--- config.mk ---
export PLATFORM = sky130hd
export DESIGN_NAME = circular_deque_top
export DESIGN_NICKNAME = d
export VERILOG_FILES = /design/src/hdl/cdq_pkg.sv /design/src/hdl/cdq_front.sv /design/src/hdl/cdq_queue.sv /design/src/hdl/cdq_back.sv /design/src/hdl/circular_deque_top.sv
export SDC_FILE = /design/constraint.sdc
export NUM_CORES = 2
export LEC_CHECK = 0
export ABC_AREA = 1
export BUFFER_PORTS_ARGS = -buffer_cell sky130_fd_sc_hd__buf_2
export CORE_MARGIN = 4
export CORE_UTILIZATION = 50
export DETAILED_ROUTE_END_ITERATION = 12
export PLACE_DENSITY = 0.65
export SYNTH_ARGS = -nofsm -noshare
export SYNTH_HDL_FRONTEND = slang
export SYNTH_SLANG_ARGS = --single-unit
--- constraint.sdc ---
create_clock -name i_clk -period 5 [get_ports i_clk]
set_input_delay 1 -clock i_clk [delete_from_list [all_inputs] [get_ports i_clk]]
set_output_delay 1 -clock i_clk [all_outputs]
set_load 0.02 [all_outputs]
--- src/hdl/cdq_pkg.sv ---
// shared types and constants for the circular deque
package cdq_pkg;

    localparam int CAPACITY_DEF = 64;
    localparam int ACTION_W     = 3;
    localparam int VALUE_W      = 32;
    localparam int STATUS_W     = 2;
    localparam int Q_DEPTH      = 4;
    localparam int Q_PTR_W      = $clog2(Q_DEPTH);

    typedef enum logic [ACTION_W-1:0] {
        ACT_LIST       = 3'd0,
        ACT_PUSH_FRONT = 3'd1,
        ACT_PUSH_BACK  = 3'd2,
        ACT_POP_FRONT  = 3'd3,
        ACT_POP_BACK   = 3'd4,
        ACT_CLEAR      = 3'd5
    } t_action;

    typedef enum logic [STATUS_W-1:0] {
        ST_OK    = 2'd0,
        ST_EMPTY = 2'd1,
        ST_FULL  = 2'd2
    } t_status;

    typedef struct packed {
        t_action                    action;
        logic signed [VALUE_W-1:0]  value;
    } t_cmd;

    typedef struct packed {
        logic listing;
        logic empty;
        logic full;
    } t_back_stat;

endpackage

--- src/hdl/cdq_front.sv ---
// front end: accepts items, drops undefined actions, forwards commands
module cdq_front
    import cdq_pkg::*;
(
    input  logic                       s_axis_tvalid,
    output logic                       s_axis_tready,
    input  logic signed [VALUE_W-1:0]  s_axis_tdata,   // value
    input  logic [ACTION_W-1:0]        s_axis_tuser,   // action
    input  logic                       i_q_full,
    output logic                       o_q_push,
    output t_cmd                       o_q_cmd
);

    logic legal;

    always_comb begin
        case (s_axis_tuser)
            ACT_LIST, ACT_PUSH_FRONT, ACT_PUSH_BACK,
            ACT_POP_FRONT, ACT_POP_BACK, ACT_CLEAR: legal = 1'b1;
            default: legal = 1'b0;
        endcase
    end

    assign s_axis_tready  = !i_q_full;
    assign o_q_push       = s_axis_tvalid && !i_q_full && legal;
    assign o_q_cmd.action = t_action'(s_axis_tuser);
    assign o_q_cmd.value  = s_axis_tdata;

endmodule

--- src/hdl/cdq_queue.sv ---
// short command queue between front end and execution unit
module cdq_queue
    import cdq_pkg::*;
(
    input  logic i_clk,
    input  logic i_rst_n,
    input  logic i_push,
    input  t_cmd i_cmd,
    output logic o_full,
    output logic o_valid,
    output t_cmd o_cmd,
    input  logic i_pop
);

    t_cmd               r_entry [Q_DEPTH];
    logic [Q_PTR_W-1:0] r_wr;
    logic [Q_PTR_W-1:0] r_rd;
    logic [Q_PTR_W:0]   r_fill;

    assign o_full  = r_fill == (Q_PTR_W+1)'(Q_DEPTH);
    assign o_valid = r_fill != '0;
    assign o_cmd   = r_entry[r_rd];

    always_ff @(posedge i_clk) begin
        if (i_push) begin
            r_entry[r_wr] <= i_cmd;
        end
    end

    always_ff @(posedge i_clk) begin
        if (!i_rst_n) begin
            r_wr   <= '0;
            r_rd   <= '0;
            r_fill <= '0;
        end else begin
            if (i_push) begin
                r_wr <= r_wr + Q_PTR_W'(1);
            end
            if (i_pop) begin
                r_rd <= r_rd + Q_PTR_W'(1);
            end
            case ({i_push, i_pop})
                2'b10:   r_fill <= r_fill + (Q_PTR_W+1)'(1);
                2'b01:   r_fill <= r_fill - (Q_PTR_W+1)'(1);
                default: r_fill <= r_fill;
            endcase
        end
    end

endmodule

--- src/hdl/cdq_back.sv ---
// execution unit: ring store, head and count, list walk, result registers
module cdq_back
    import cdq_pkg::*;
#(
    parameter int CAPACITY = CAPACITY_DEF
) (
    input  logic                       i_clk,
    input  logic                       i_rst_n,
    input  logic                       i_q_valid,
    input  t_cmd                       i_q_cmd,
    output logic                       o_q_pop,
    output logic                       m_axis_tvalid,
    input  logic                       m_axis_tready,
    output logic signed [VALUE_W-1:0]  m_axis_tdata,   // data
    output logic [STATUS_W-1:0]        m_axis_tuser,   // status
    output logic                       m_axis_tlast,
    output t_back_stat                 o_stat
);

    localparam int IW = (CAPACITY > 1) ? $clog2(CAPACITY) : 1;
    localparam int CW = $clog2(CAPACITY + 1);
    localparam int SW = CW + 1;

    function automatic logic [IW-1:0] slot_of(input logic [IW-1:0] h, input logic [CW-1:0] off);
        logic [SW-1:0] sum;
        sum = SW'(h) + SW'(off);
        if (sum >= SW'(CAPACITY)) begin
            sum = sum - SW'(CAPACITY);
        end
        return sum[IW-1:0];
    endfunction

    logic signed [VALUE_W-1:0] r_mem [CAPACITY];
    logic signed [VALUE_W-1:0] r_rd_data;

    logic [IW-1:0] r_head, n_head;
    logic [CW-1:0] r_count, n_count;
    logic          r_listing, n_listing;
    logic [CW-1:0] r_off, n_off;

    logic          r_b_valid;
    t_status       r_b_status;
    logic          r_b_use_mem;
    logic          r_b_last;

    logic                      r_out_valid;
    t_status                   r_out_status;
    logic signed [VALUE_W-1:0] r_out_data;
    logic                      r_out_last;

    logic          b_move;
    logic          a_ready;
    logic          a_fire;
    t_status       a_status;
    logic          a_use_mem;
    logic          a_last;
    logic          rd_en;
    logic [CW-1:0] rd_off;
    logic [IW-1:0] rd_addr;
    logic          wr_en;
    logic [IW-1:0] wr_addr;
    logic          empty;
    logic          full;
    logic [IW-1:0] head_dec;
    logic [IW-1:0] head_inc;
    logic [CW-1:0] off_inc;

    assign empty    = r_count == '0;
    assign full     = r_count == CW'(CAPACITY);
    assign head_dec = (r_head == '0) ? IW'(CAPACITY - 1) : r_head - IW'(1);
    assign head_inc = (r_head == IW'(CAPACITY - 1)) ? '0 : r_head + IW'(1);
    assign off_inc  = r_off + CW'(1);
    assign b_move   = r_b_valid && (!r_out_valid || m_axis_tready);
    assign a_ready  = !r_b_valid || b_move;
    assign rd_addr  = slot_of(r_head, rd_off);

    always_comb begin
        n_head    = r_head;
        n_count   = r_count;
        n_listing = r_listing;
        n_off     = r_off;
        o_q_pop   = 1'b0;
        a_fire    = 1'b0;
        a_status  = ST_OK;
        a_use_mem = 1'b0;
        a_last    = 1'b1;
        rd_en     = 1'b0;
        rd_off    = '0;
        wr_en     = 1'b0;
        wr_addr   = slot_of(r_head, r_count);
        if (a_ready) begin
            if (r_listing) begin
                a_fire    = 1'b1;
                rd_en     = 1'b1;
                rd_off    = r_off;
                a_use_mem = 1'b1;
                a_last    = off_inc == r_count;
                n_off     = off_inc;
                if (a_last) begin
                    n_listing = 1'b0;
                end
            end else if (i_q_valid) begin
                a_fire  = 1'b1;
                o_q_pop = 1'b1;
                case (i_q_cmd.action)
                    ACT_LIST: begin
                        if (empty) begin
                            a_status = ST_EMPTY;
                        end else begin
                            rd_en     = 1'b1;
                            a_use_mem = 1'b1;
                            a_last    = r_count == CW'(1);
                            if (r_count != CW'(1)) begin
                                n_listing = 1'b1;
                                n_off     = CW'(1);
                            end
                        end
                    end
                    ACT_PUSH_FRONT: begin
                        if (full) begin
                            a_status = ST_FULL;
                        end else begin
                            wr_en   = 1'b1;
                            wr_addr = head_dec;
                            n_head  = head_dec;
                            n_count = r_count + CW'(1);
                        end
                    end
                    ACT_PUSH_BACK: begin
                        if (full) begin
                            a_status = ST_FULL;
                        end else begin
                            wr_en   = 1'b1;
                            n_count = r_count + CW'(1);
                        end
                    end
                    ACT_POP_FRONT: begin
                        if (empty) begin
                            a_status = ST_EMPTY;
                        end else begin
                            rd_en     = 1'b1;
                            a_use_mem = 1'b1;
                            n_head    = head_inc;
                            n_count   = r_count - CW'(1);
                        end
                    end
                    ACT_POP_BACK: begin
                        if (empty) begin
                            a_status = ST_EMPTY;
                        end else begin
                            rd_en     = 1'b1;
                            rd_off    = r_count - CW'(1);
                            a_use_mem = 1'b1;
                            n_count   = r_count - CW'(1);
                        end
                    end
                    ACT_CLEAR: begin
                        if (empty) begin
                            a_status = ST_EMPTY;
                        end else begin
                            n_count = '0;
                        end
                    end
                    default: begin
                        a_fire = 1'b0;
                    end
                endcase
            end
        end
    end

    always_ff @(posedge i_clk) begin
        if (wr_en) begin
            r_mem[wr_addr] <= i_q_cmd.value;
        end
        if (rd_en) begin
            r_rd_data <= r_mem[rd_addr];
        end
    end

    always_ff @(posedge i_clk) begin
        if (a_fire) begin
            r_b_status  <= a_status;
            r_b_use_mem <= a_use_mem;
            r_b_last    <= a_last;
        end
        if (b_move) begin
            r_out_status <= r_b_status;
            r_out_data   <= r_b_use_mem ? r_rd_data : '0;
            r_out_last   <= r_b_last;
        end
    end

    always_ff @(posedge i_clk) begin
        if (!i_rst_n) begin
            r_head      <= '0;
            r_count     <= '0;
            r_listing   <= 1'b0;
            r_off       <= '0;
            r_b_valid   <= 1'b0;
            r_out_valid <= 1'b0;
        end else begin
            r_head    <= n_head;
            r_count   <= n_count;
            r_listing <= n_listing;
            r_off     <= n_off;
            if (a_fire) begin
                r_b_valid <= 1'b1;
            end else if (b_move) begin
                r_b_valid <= 1'b0;
            end
            if (b_move) begin
                r_out_valid <= 1'b1;
            end else if (m_axis_tready) begin
                r_out_valid <= 1'b0;
            end
        end
    end

    assign m_axis_tvalid  = r_out_valid;
    assign m_axis_tdata   = r_out_data;
    assign m_axis_tuser   = r_out_status;
    assign m_axis_tlast   = r_out_last;
    assign o_stat.listing = r_listing;
    assign o_stat.empty   = empty;
    assign o_stat.full    = full;

endmodule

--- src/hdl/circular_deque_top.sv ---
// top level of the bounded double-ended queue
//
//  channel  dir  tdata         tuser          tlast
//  s_axis   in   value[31:0]   action[2:0]    -
//  m_axis   out  data[31:0]    status[1:0]    last of the item's results
//
// push, pop and clear: one item per cycle while the result side does not stall and no list walk runs, one result each
// list: one result per element (one when empty), one store read per element through the single read port
// a result passes the command queue, the result stage with the store read, and the output register
// reset clears head, count and all valid flags; store contents are left as they are
// each side stalls on its own, the command queue holds up to four items
module circular_deque_top
    import cdq_pkg::*;
#(
    parameter int CAPACITY = CAPACITY_DEF
) (
    input  logic                       i_clk,
    input  logic                       i_rst_n,
    input  logic                       s_axis_tvalid,
    output logic                       s_axis_tready,
    input  logic signed [VALUE_W-1:0]  s_axis_tdata,   // value
    input  logic [ACTION_W-1:0]        s_axis_tuser,   // action
    output logic                       m_axis_tvalid,
    input  logic                       m_axis_tready,
    output logic signed [VALUE_W-1:0]  m_axis_tdata,   // data
    output logic [STATUS_W-1:0]        m_axis_tuser,   // status
    output logic                       m_axis_tlast
);

    logic       q_push;
    t_cmd       q_in;
    logic       q_full;
    logic       q_valid;
    t_cmd       q_cmd;
    logic       q_pop;
    t_back_stat stat;

    cdq_front u_front (
        .s_axis_tvalid (s_axis_tvalid),
        .s_axis_tready (s_axis_tready),
        .s_axis_tdata  (s_axis_tdata),
        .s_axis_tuser  (s_axis_tuser),
        .i_q_full      (q_full),
        .o_q_push      (q_push),
        .o_q_cmd       (q_in)
    );

    cdq_queue u_queue (
        .i_clk   (i_clk),
        .i_rst_n (i_rst_n),
        .i_push  (q_push),
        .i_cmd   (q_in),
        .o_full  (q_full),
        .o_valid (q_valid),
        .o_cmd   (q_cmd),
        .i_pop   (q_pop)
    );

    cdq_back #(
        .CAPACITY (CAPACITY)
    ) u_back (
        .i_clk         (i_clk),
        .i_rst_n       (i_rst_n),
        .i_q_valid     (q_valid),
        .i_q_cmd       (q_cmd),
        .o_q_pop       (q_pop),
        .m_axis_tvalid (m_axis_tvalid),
        .m_axis_tready (m_axis_tready),
        .m_axis_tdata  (m_axis_tdata),
        .m_axis_tuser  (m_axis_tuser),
        .m_axis_tlast  (m_axis_tlast),
        .o_stat        (stat)
    );

    a_pop_needs_entry: assert property (@(posedge i_clk) disable iff (!i_rst_n)
        q_pop |-> q_valid)
        else $error("command queue popped while empty");

    a_push_needs_room: assert property (@(posedge i_clk) disable iff (!i_rst_n)
        q_push |-> !q_full)
        else $error("command queue pushed while full");

    a_list_not_empty: assert property (@(posedge i_clk) disable iff (!i_rst_n)
        stat.listing |-> !stat.empty)
        else $error("list walk running on an empty store");

    a_clear_empties: assert property (@(posedge i_clk) disable iff (!i_rst_n)
        (q_pop && q_cmd.action == ACT_CLEAR) |=> stat.empty)
        else $error("store not empty after clear");

endmodule

---- Word-level counts from Yosys, hierarchy flattened ----
Memory sizes are Yosys's and may differ from the RTL's. A register that Yosys moved wholly into a read port is not among the register bits.
Index checks and enable logic that the tools add are counted.
word-level totals
  bits in writable memories ............... 2188
  bits in registers ....................... 69
  memories kept ........................... 2
  output and inout bits ................... 37
memory list
  name             depth  bits a word  read ports  clocked after memory_dff  write ports  line             text
  u_back.r_mem     64     32           1           1                         1            cdq_back.sv:33   logic signed [VALUE_W-1:0] r_mem [CAPACITY];
  u_queue.r_entry  4      35           1           1                         1            cdq_queue.sv:15  t_cmd r_entry [Q_DEPTH];
cells by class
  reduce and logical (&&, ||, !) cells .... 31
  mux-type cells .......................... 68
  $add $sub $neg .......................... 13
  equal/unequal tests ..................... 24
  bitwise logic cells ..................... 3
  $lt $le $gt $ge ......................... 2
operators with widths
  operator                                               number
  two-way mux 7 bit                                      13
  two-way mux 6 bit                                      11
  two-way mux 1 bit                                      37
  one-hot mux 7 bit (3 select lines)                     1
  subtractor 6 x 1 -> 6 bit, second input constant       3
  adder 6 x 7 -> 8 bit                                   2
  >= comparator 8 x 7 -> 1 bit, second input constant    2
  equality test 3 bit, second input constant             5
  adder 7 x 1 -> 7 bit, second input constant            2
  nonzero test 2 bit                                     7
  equality test 3 x 2 -> 1 bit, second input constant    4
  one-hot mux 6 bit (2 select lines)                     1
  OR reduction 6 bit                                     2
  inequality test 2 bit, second input constant           5
  equality test 7 x 1 -> 1 bit, second input constant    1
  equality test 7 bit                                    1
  equality test 7 bit, second input constant             1
  zero test 7 bit                                        1
  inequality test 7 x 1 -> 1 bit, second input constant  1
  AND reduction 7 bit                                    1
  subtractor 7 x 1 -> 7 bit, second input constant       1
  adder 6 x 1 -> 6 bit, second input constant            1
  equality test 3 x 1 -> 1 bit, second input constant    2
  equality test 6 bit, second input constant             1
  21 further kinds                                       35

---- Depth between registers and ports, before layout ----
  depth after elaboration ................. 9
  depth in mapped cells ................... 24
  gate-level depth less buffers ........... 22

---- Cells and area by module ----
Synthesis repeated with hierarchy kept, for this count alone.
second synthesis, totals
  cells, all modules ...................... 7697
  area total of the unflattened synthesis .. 92827.8 µm²
modules (own cells, without submodules)
  module     area each (µm²)  times used  cells each  sequential area each (µm²)
  cdq_back   86919.6          1           7260        64091.5
  cdq_queue  5621.6           1           397         4384.2
  cdq_front  286.5            1           40          0.0

---- Worst setup path after synthesis ----
OpenSTA, ideal clock, no wires.
  kind .................................... in2reg
  from .................................... in m_axis_tready
  to ...................................... mem u_back.r_mem[49][0] (enable)
  cell stages on the path ................. 11
  arrival time ............................ 3619 ps
  setup slack ............................. 960 ps
  buffers on the path ..................... 1
  library setup time ...................... 421 ps
  cells stage by stage .................... inv_1 > nand3_2 > nand2_1 > nor2_8 > nand2_4 > nor2_8 > buf_8 > nand2_1 > nand2_4 > nand3_2 > nor2_1
between the ends
  word-level cells in the longest chain between the ends .. 6
  elaborated cells between the ends (all ways) .. 7
ends and longest elaborated chain
  what                                     line                      text
  start: declaration                       circular_deque_top.sv:24  input logic m_axis_tready,
  logical OR 1 bit (*)                     cdq_back.sv:73            assign b_move = r_b_valid && (!r_out_valid || m_axis_tready);
  logical AND 1 bit (*)                    cdq_back.sv:73
  logical OR 1 bit (*)                     cdq_back.sv:74            assign a_ready = !r_b_valid || b_move;
  two-way mux 1 bit                        cdq_back.sv:91            if (a_ready) begin
  two-way mux 1 bit                        cdq_back.sv:173           if (wr_en) begin
  two-way mux 1 bit (implied by the code)  cdq_back.sv:174           r_mem[wr_addr] <= i_q_cmd.value;
  end: declaration                         cdq_back.sv:33
Mark *: on every way between the ends. The rest lies on a longest branch, timed or not.

==> results list <==
- The run finished with clean final reports.
* Dpl hpwl: 152,500 um
- Counting tap cells, the placed design contains a total of 10,433 instances.
- DRC errors left: 0
- After synthesis, flip-flops and latches occupy 73.28% of the total area.
- IR drop worst, VDD: 0.6160 mV
- The first TritonRoute pass finished after 6 iterations.
- Die ar.: 193,900 um2
* Starting DRT DRC Count: 8,712
- Setup violations remaining at the end of the flow were counted as 0.
- Antenna Violating Nets Remaining: 0
- Mux share of post-synthesis cell area: 0%
* Top-level port count: 76
* Highest Clock Rate: 209.5 MHz
* Yosys warnings: 0
- Gpl congestion: 0.8802
- Total length of routed wires: 270,700 um
* Mean post-synth cell area: 11.61 um2
- Worst setup slack after placement: -0.3282 ns
- In the final layout, the share of cells above drive strength 1 is 10.51%.
- Crit start category: flop
- Worst slew slack as a fraction of its limit: 1.970%
- After synthesis the cells add up to 93,440 um2.
- Cell Rows: 158
- Counting flops with a built-in enable in the synthesized netlist gives 2,259.
- After detailed routing, the number of vias per cell comes to 5.834.
- Summing all non-filler instances in the final layout gives an area of 106,600 um2.
- The longest clock path from root to sink contains 3 buffers.
- Summed over all cells, the static leakage comes to 37.43 nW.
- Post-synth top flop: edfxtp_1
* Post-synthesis compound-gate area fraction: 7.490%
* Congestion Overflow GR: 0
- Summing the areas of all fa, ha and maj instances in the mapped netlist gives 0.3722% of the synthesized area.
- Number of nets in the layout: 8,252
- Combinational family with the most area after synthesis: simple AND/OR/NAND/NOR gates
* Post-Synth Simple-Gate Area: 16.03%
- Of all nets on the critical path, the largest fanout is 86.
- Power spread over the standard cell area amounts to 708.9 nW/um2.
* Area of placed instances: 99,280 um2
* Initial core utilization: 50.34%
- Placeable core area: 185,600 um2
* Area Growth Syn to Fin: 14.05%
- XOR/XNOR share of the synthesized area: 0.1781%
* Post-synthesis net count: 8,112
* Crit path kind: reg2reg
* All-layer global routing usage: 27.52%
* Max-cap violation count: 0
* H-tree depth: 4
- Clock Pin Slew Worst Setup and Hold Paths: 0.06 ns
- Root Buffer: clkbuf_16
- TritonCTS built the clock tree.
- In this run, post-CTS hold repair placed 0 buffers.
- Pins Over Slew Limit: 0
- The number of different library cells used by synthesis comes to 45.
- Final core utilization: 57.41%
* Final critical path time including I/O delays and setup: 4.774 ns
- In this run the worst hold path is classified as in2reg.
- Once layout is complete, the cells apart from fillers number 10,857.
- Entering global routing, the biggest net connects 141 pins.
- Category of the worst setup path capture point: flop
* Worst-case hold slack: 0.3592 ns
- On the final layout, the worst clock skew is 0.04200 ns.
- Vias in the first global route: 60,141
- The routed layout has 63,341 vias.
* Die height: 440.3 um
- Overall die width: 440.3 um
- Input and output buffers added on the ports amount to 75.
- Antenna violations before repair: 15
- Setup repair after global routing missed its margin: false
- Gate Count Post-Synth: 8,047
- Clock sink count: 2,291
- Clock latency reported for the late side of the worst-skew pair: 0.89 ns
- Dividing the detail-routed wire length by the instance count gives 24.94 um.
- Data on the critical path is required at its endpoint by 5.62 ns.
- Min setup slack post-route: 0.2261 ns
* Final worst path period share: 95.48%
- Data on the critical path arrives at its endpoint at 5.40 ns.
- First-pass GRT wire length: 394,700 um
- The final count of hold timing violations is 0.
- The number of clock buffers added by TritonCTS is 228.
- After synthesis, the share of flip-flops with an asynchronous set or reset is 0%.
* Synthesis-stage register bit count: 2,291
* Transition time at the pin with the least slew margin: 1.470 ns
## worst max-delay path: stages (launching register included)
cell	delay (ns)
dfxtp_2	0.48
inv_2	0.18
nand2_1	0.12
nand3_1	0.09
nand2_2	0.18
nand3_1	0.19
o21ai_0	0.26
buf_4	0.16
ha_4	0.13
inv_1	0.05
fa_4	0.84
buf_12	0.14
buf_4	0.19
buf_16	0.27
nor2_1	0.09
o21ai_0	0.25
nand2_1	0.11
nand2_1	0.07
nand3_1	0.08
nand3_1	0.13
nand2_1	0.15
nand2_1	0.14
nand2_1	0.07
## Yosys cell counts (8+ instances only)
cell type	number	area, um2
xor2_1	13	113.9
clkbuf_1	247	927.1
inv_1	105	394.1
a21oi_1	25	125.1
ha_1	23	287.8
nand3_1	466	2332
o21ai_1	223	1116
nor2_1	1849	6940
nand4_1	13	81.33
nand2_1	1350	5067
buf_1	64	240.2
o21ai_0	1088	5445
nand3_4	8	140.1
dfxtp_1	32	640.6
nand2_2	18	112.6
o22ai_1	35	219.0
buf_2	162	810.8
edfxtp_1	2259	67840
## power breakdown
group          total (mW)  switching [mW]  internal, mW
sequential           26.0           0.461          25.5
clock                16.5            7.29          9.17
combinational        33.1            24.3          8.85
total                75.5            32.0          43.5
## layer usage
layer | up-vias | wire (um) | GRT usage, %
met4 | 10 | 10870 | 10.83
met3 | 496 | 29120 | 5.651
met1 | 31056 | 107100 | 38.35
li1 | 28416 | - | -
met2 | 3363 | 123600 | 42.76
met5 | - | 71 | 0
## stage by stage
step | power, mW | TNS (ns)
after floorplan | 44.29 | 0
after global placement | 58.32 | -1.076
after detailed placement | 58.77 | -1.424
after CTS | 75.12 | 0
after global routing | 79.13 | 0
final | 75.55 | 0
## logic make-up (layout without fill, tap and decap cells)
| family | count (synthesis) | count (layout) |
|---|---|---|
| adder cells (fa/ha/maj) | 26 | 26 |
| buffers and inverters | 594 | 922 |
| XOR/XNOR | 19 | 19 |
| other | 0 | 2 |
| AO/OA/AOI/OAI | 1381 | 1381 |
| AND/OR/NAND/NOR | 3736 | 3736 |
| flip-flops | 2291 | 2291 |
## final cells by class
type | count | area, um2
fill | 14807 | 79060
sequential | 2291 | 68480
multi-input combinational | 5162 | 23530
clock buffer | 285 | 5962
timing repair buffer | 391 | 3859
tap | 2480 | 3103
clock inverter | 133 | 1189
inverter | 113 | 449.2
antenna | 2 | 5.005
## worst paths after layout
path,startpoint,to,slack [ns],cells after the start
max,flop,u_back.r_rd_data[3],0.23,22
min,s_axis_tdata[3],u_queue.r_entry[1][3],0.36,1
max reg2reg,flop,u_back.r_rd_data[3],0.23,22
min reg2reg,u_back.r_b_status[1],u_back.m_axis_tuser[1],0.42,0
## cell usage in the layout (no fill, tap or decap), types with 4 or more instances in the layout
| master | count |
|---|---|
| buf_4 | 230 |
| a21oi_1 | 24 |
| bufinv_16 | 14 |
| clkinv_1 | 51 |
| edfxtp_1 | 2259 |
| nand3_4 | 8 |
| o22ai_4 | 32 |
| clkinv_2 | 41 |
| nand3_1 | 460 |
| buf_16 | 4 |
| nand2_2 | 19 |
| nor2_4 | 73 |
| nor2_2 | 6 |
| nand3_2 | 9 |
| inv_1 | 102 |
| inv_6 | 7 |
| clkinvlp_4 | 12 |
| clkinv_16 | 5 |
| ha_1 | 22 |
| nand4_1 | 13 |
| xnor2_1 | 4 |
| inv_2 | 5 |
| nand2_4 | 5 |
| buf_12 | 81 |
| nor3_1 | 4 |
| o21ai_0 | 1088 |
| buf_2 | 75 |
| nor2_1 | 1781 |
| dfxtp_1 | 31 |
| clkbuf_16 | 231 |
| o21ai_1 | 223 |
| clkbuf_1 | 55 |
| xor2_1 | 13 |
| nand2_1 | 1348 |
## timing repair
action                     in CTS  in global routing
buffers inserted                0                  3
cloned                          0                  1
resized for setup               0                  9
setup endpoints to repair       1                 17
## sequential cells by signal, indices dropped and copies added, names as in the netlist, named ones only
register,flops
u_queue.r_fill,3
u_back.r_b_last,1
u_queue.r_wr,2
u_back.r_count,7
u_back.r_b_use_mem,1
u_back.r_b_status,2
u_back.m_axis_tlast,1
u_back.r_listing,1
u_queue.r_entry,140
u_back.m_axis_tdata,32
u_queue.r_rd,2
u_back.r_head,6
u_back.r_off,7
u_back.r_rd_data,32
u_back.m_axis_tuser,2
u_back.r_mem,2048
u_back.m_axis_tvalid,1
u_back.r_b_valid,1
Note: power is estimated with default switching activity, not from simulation.
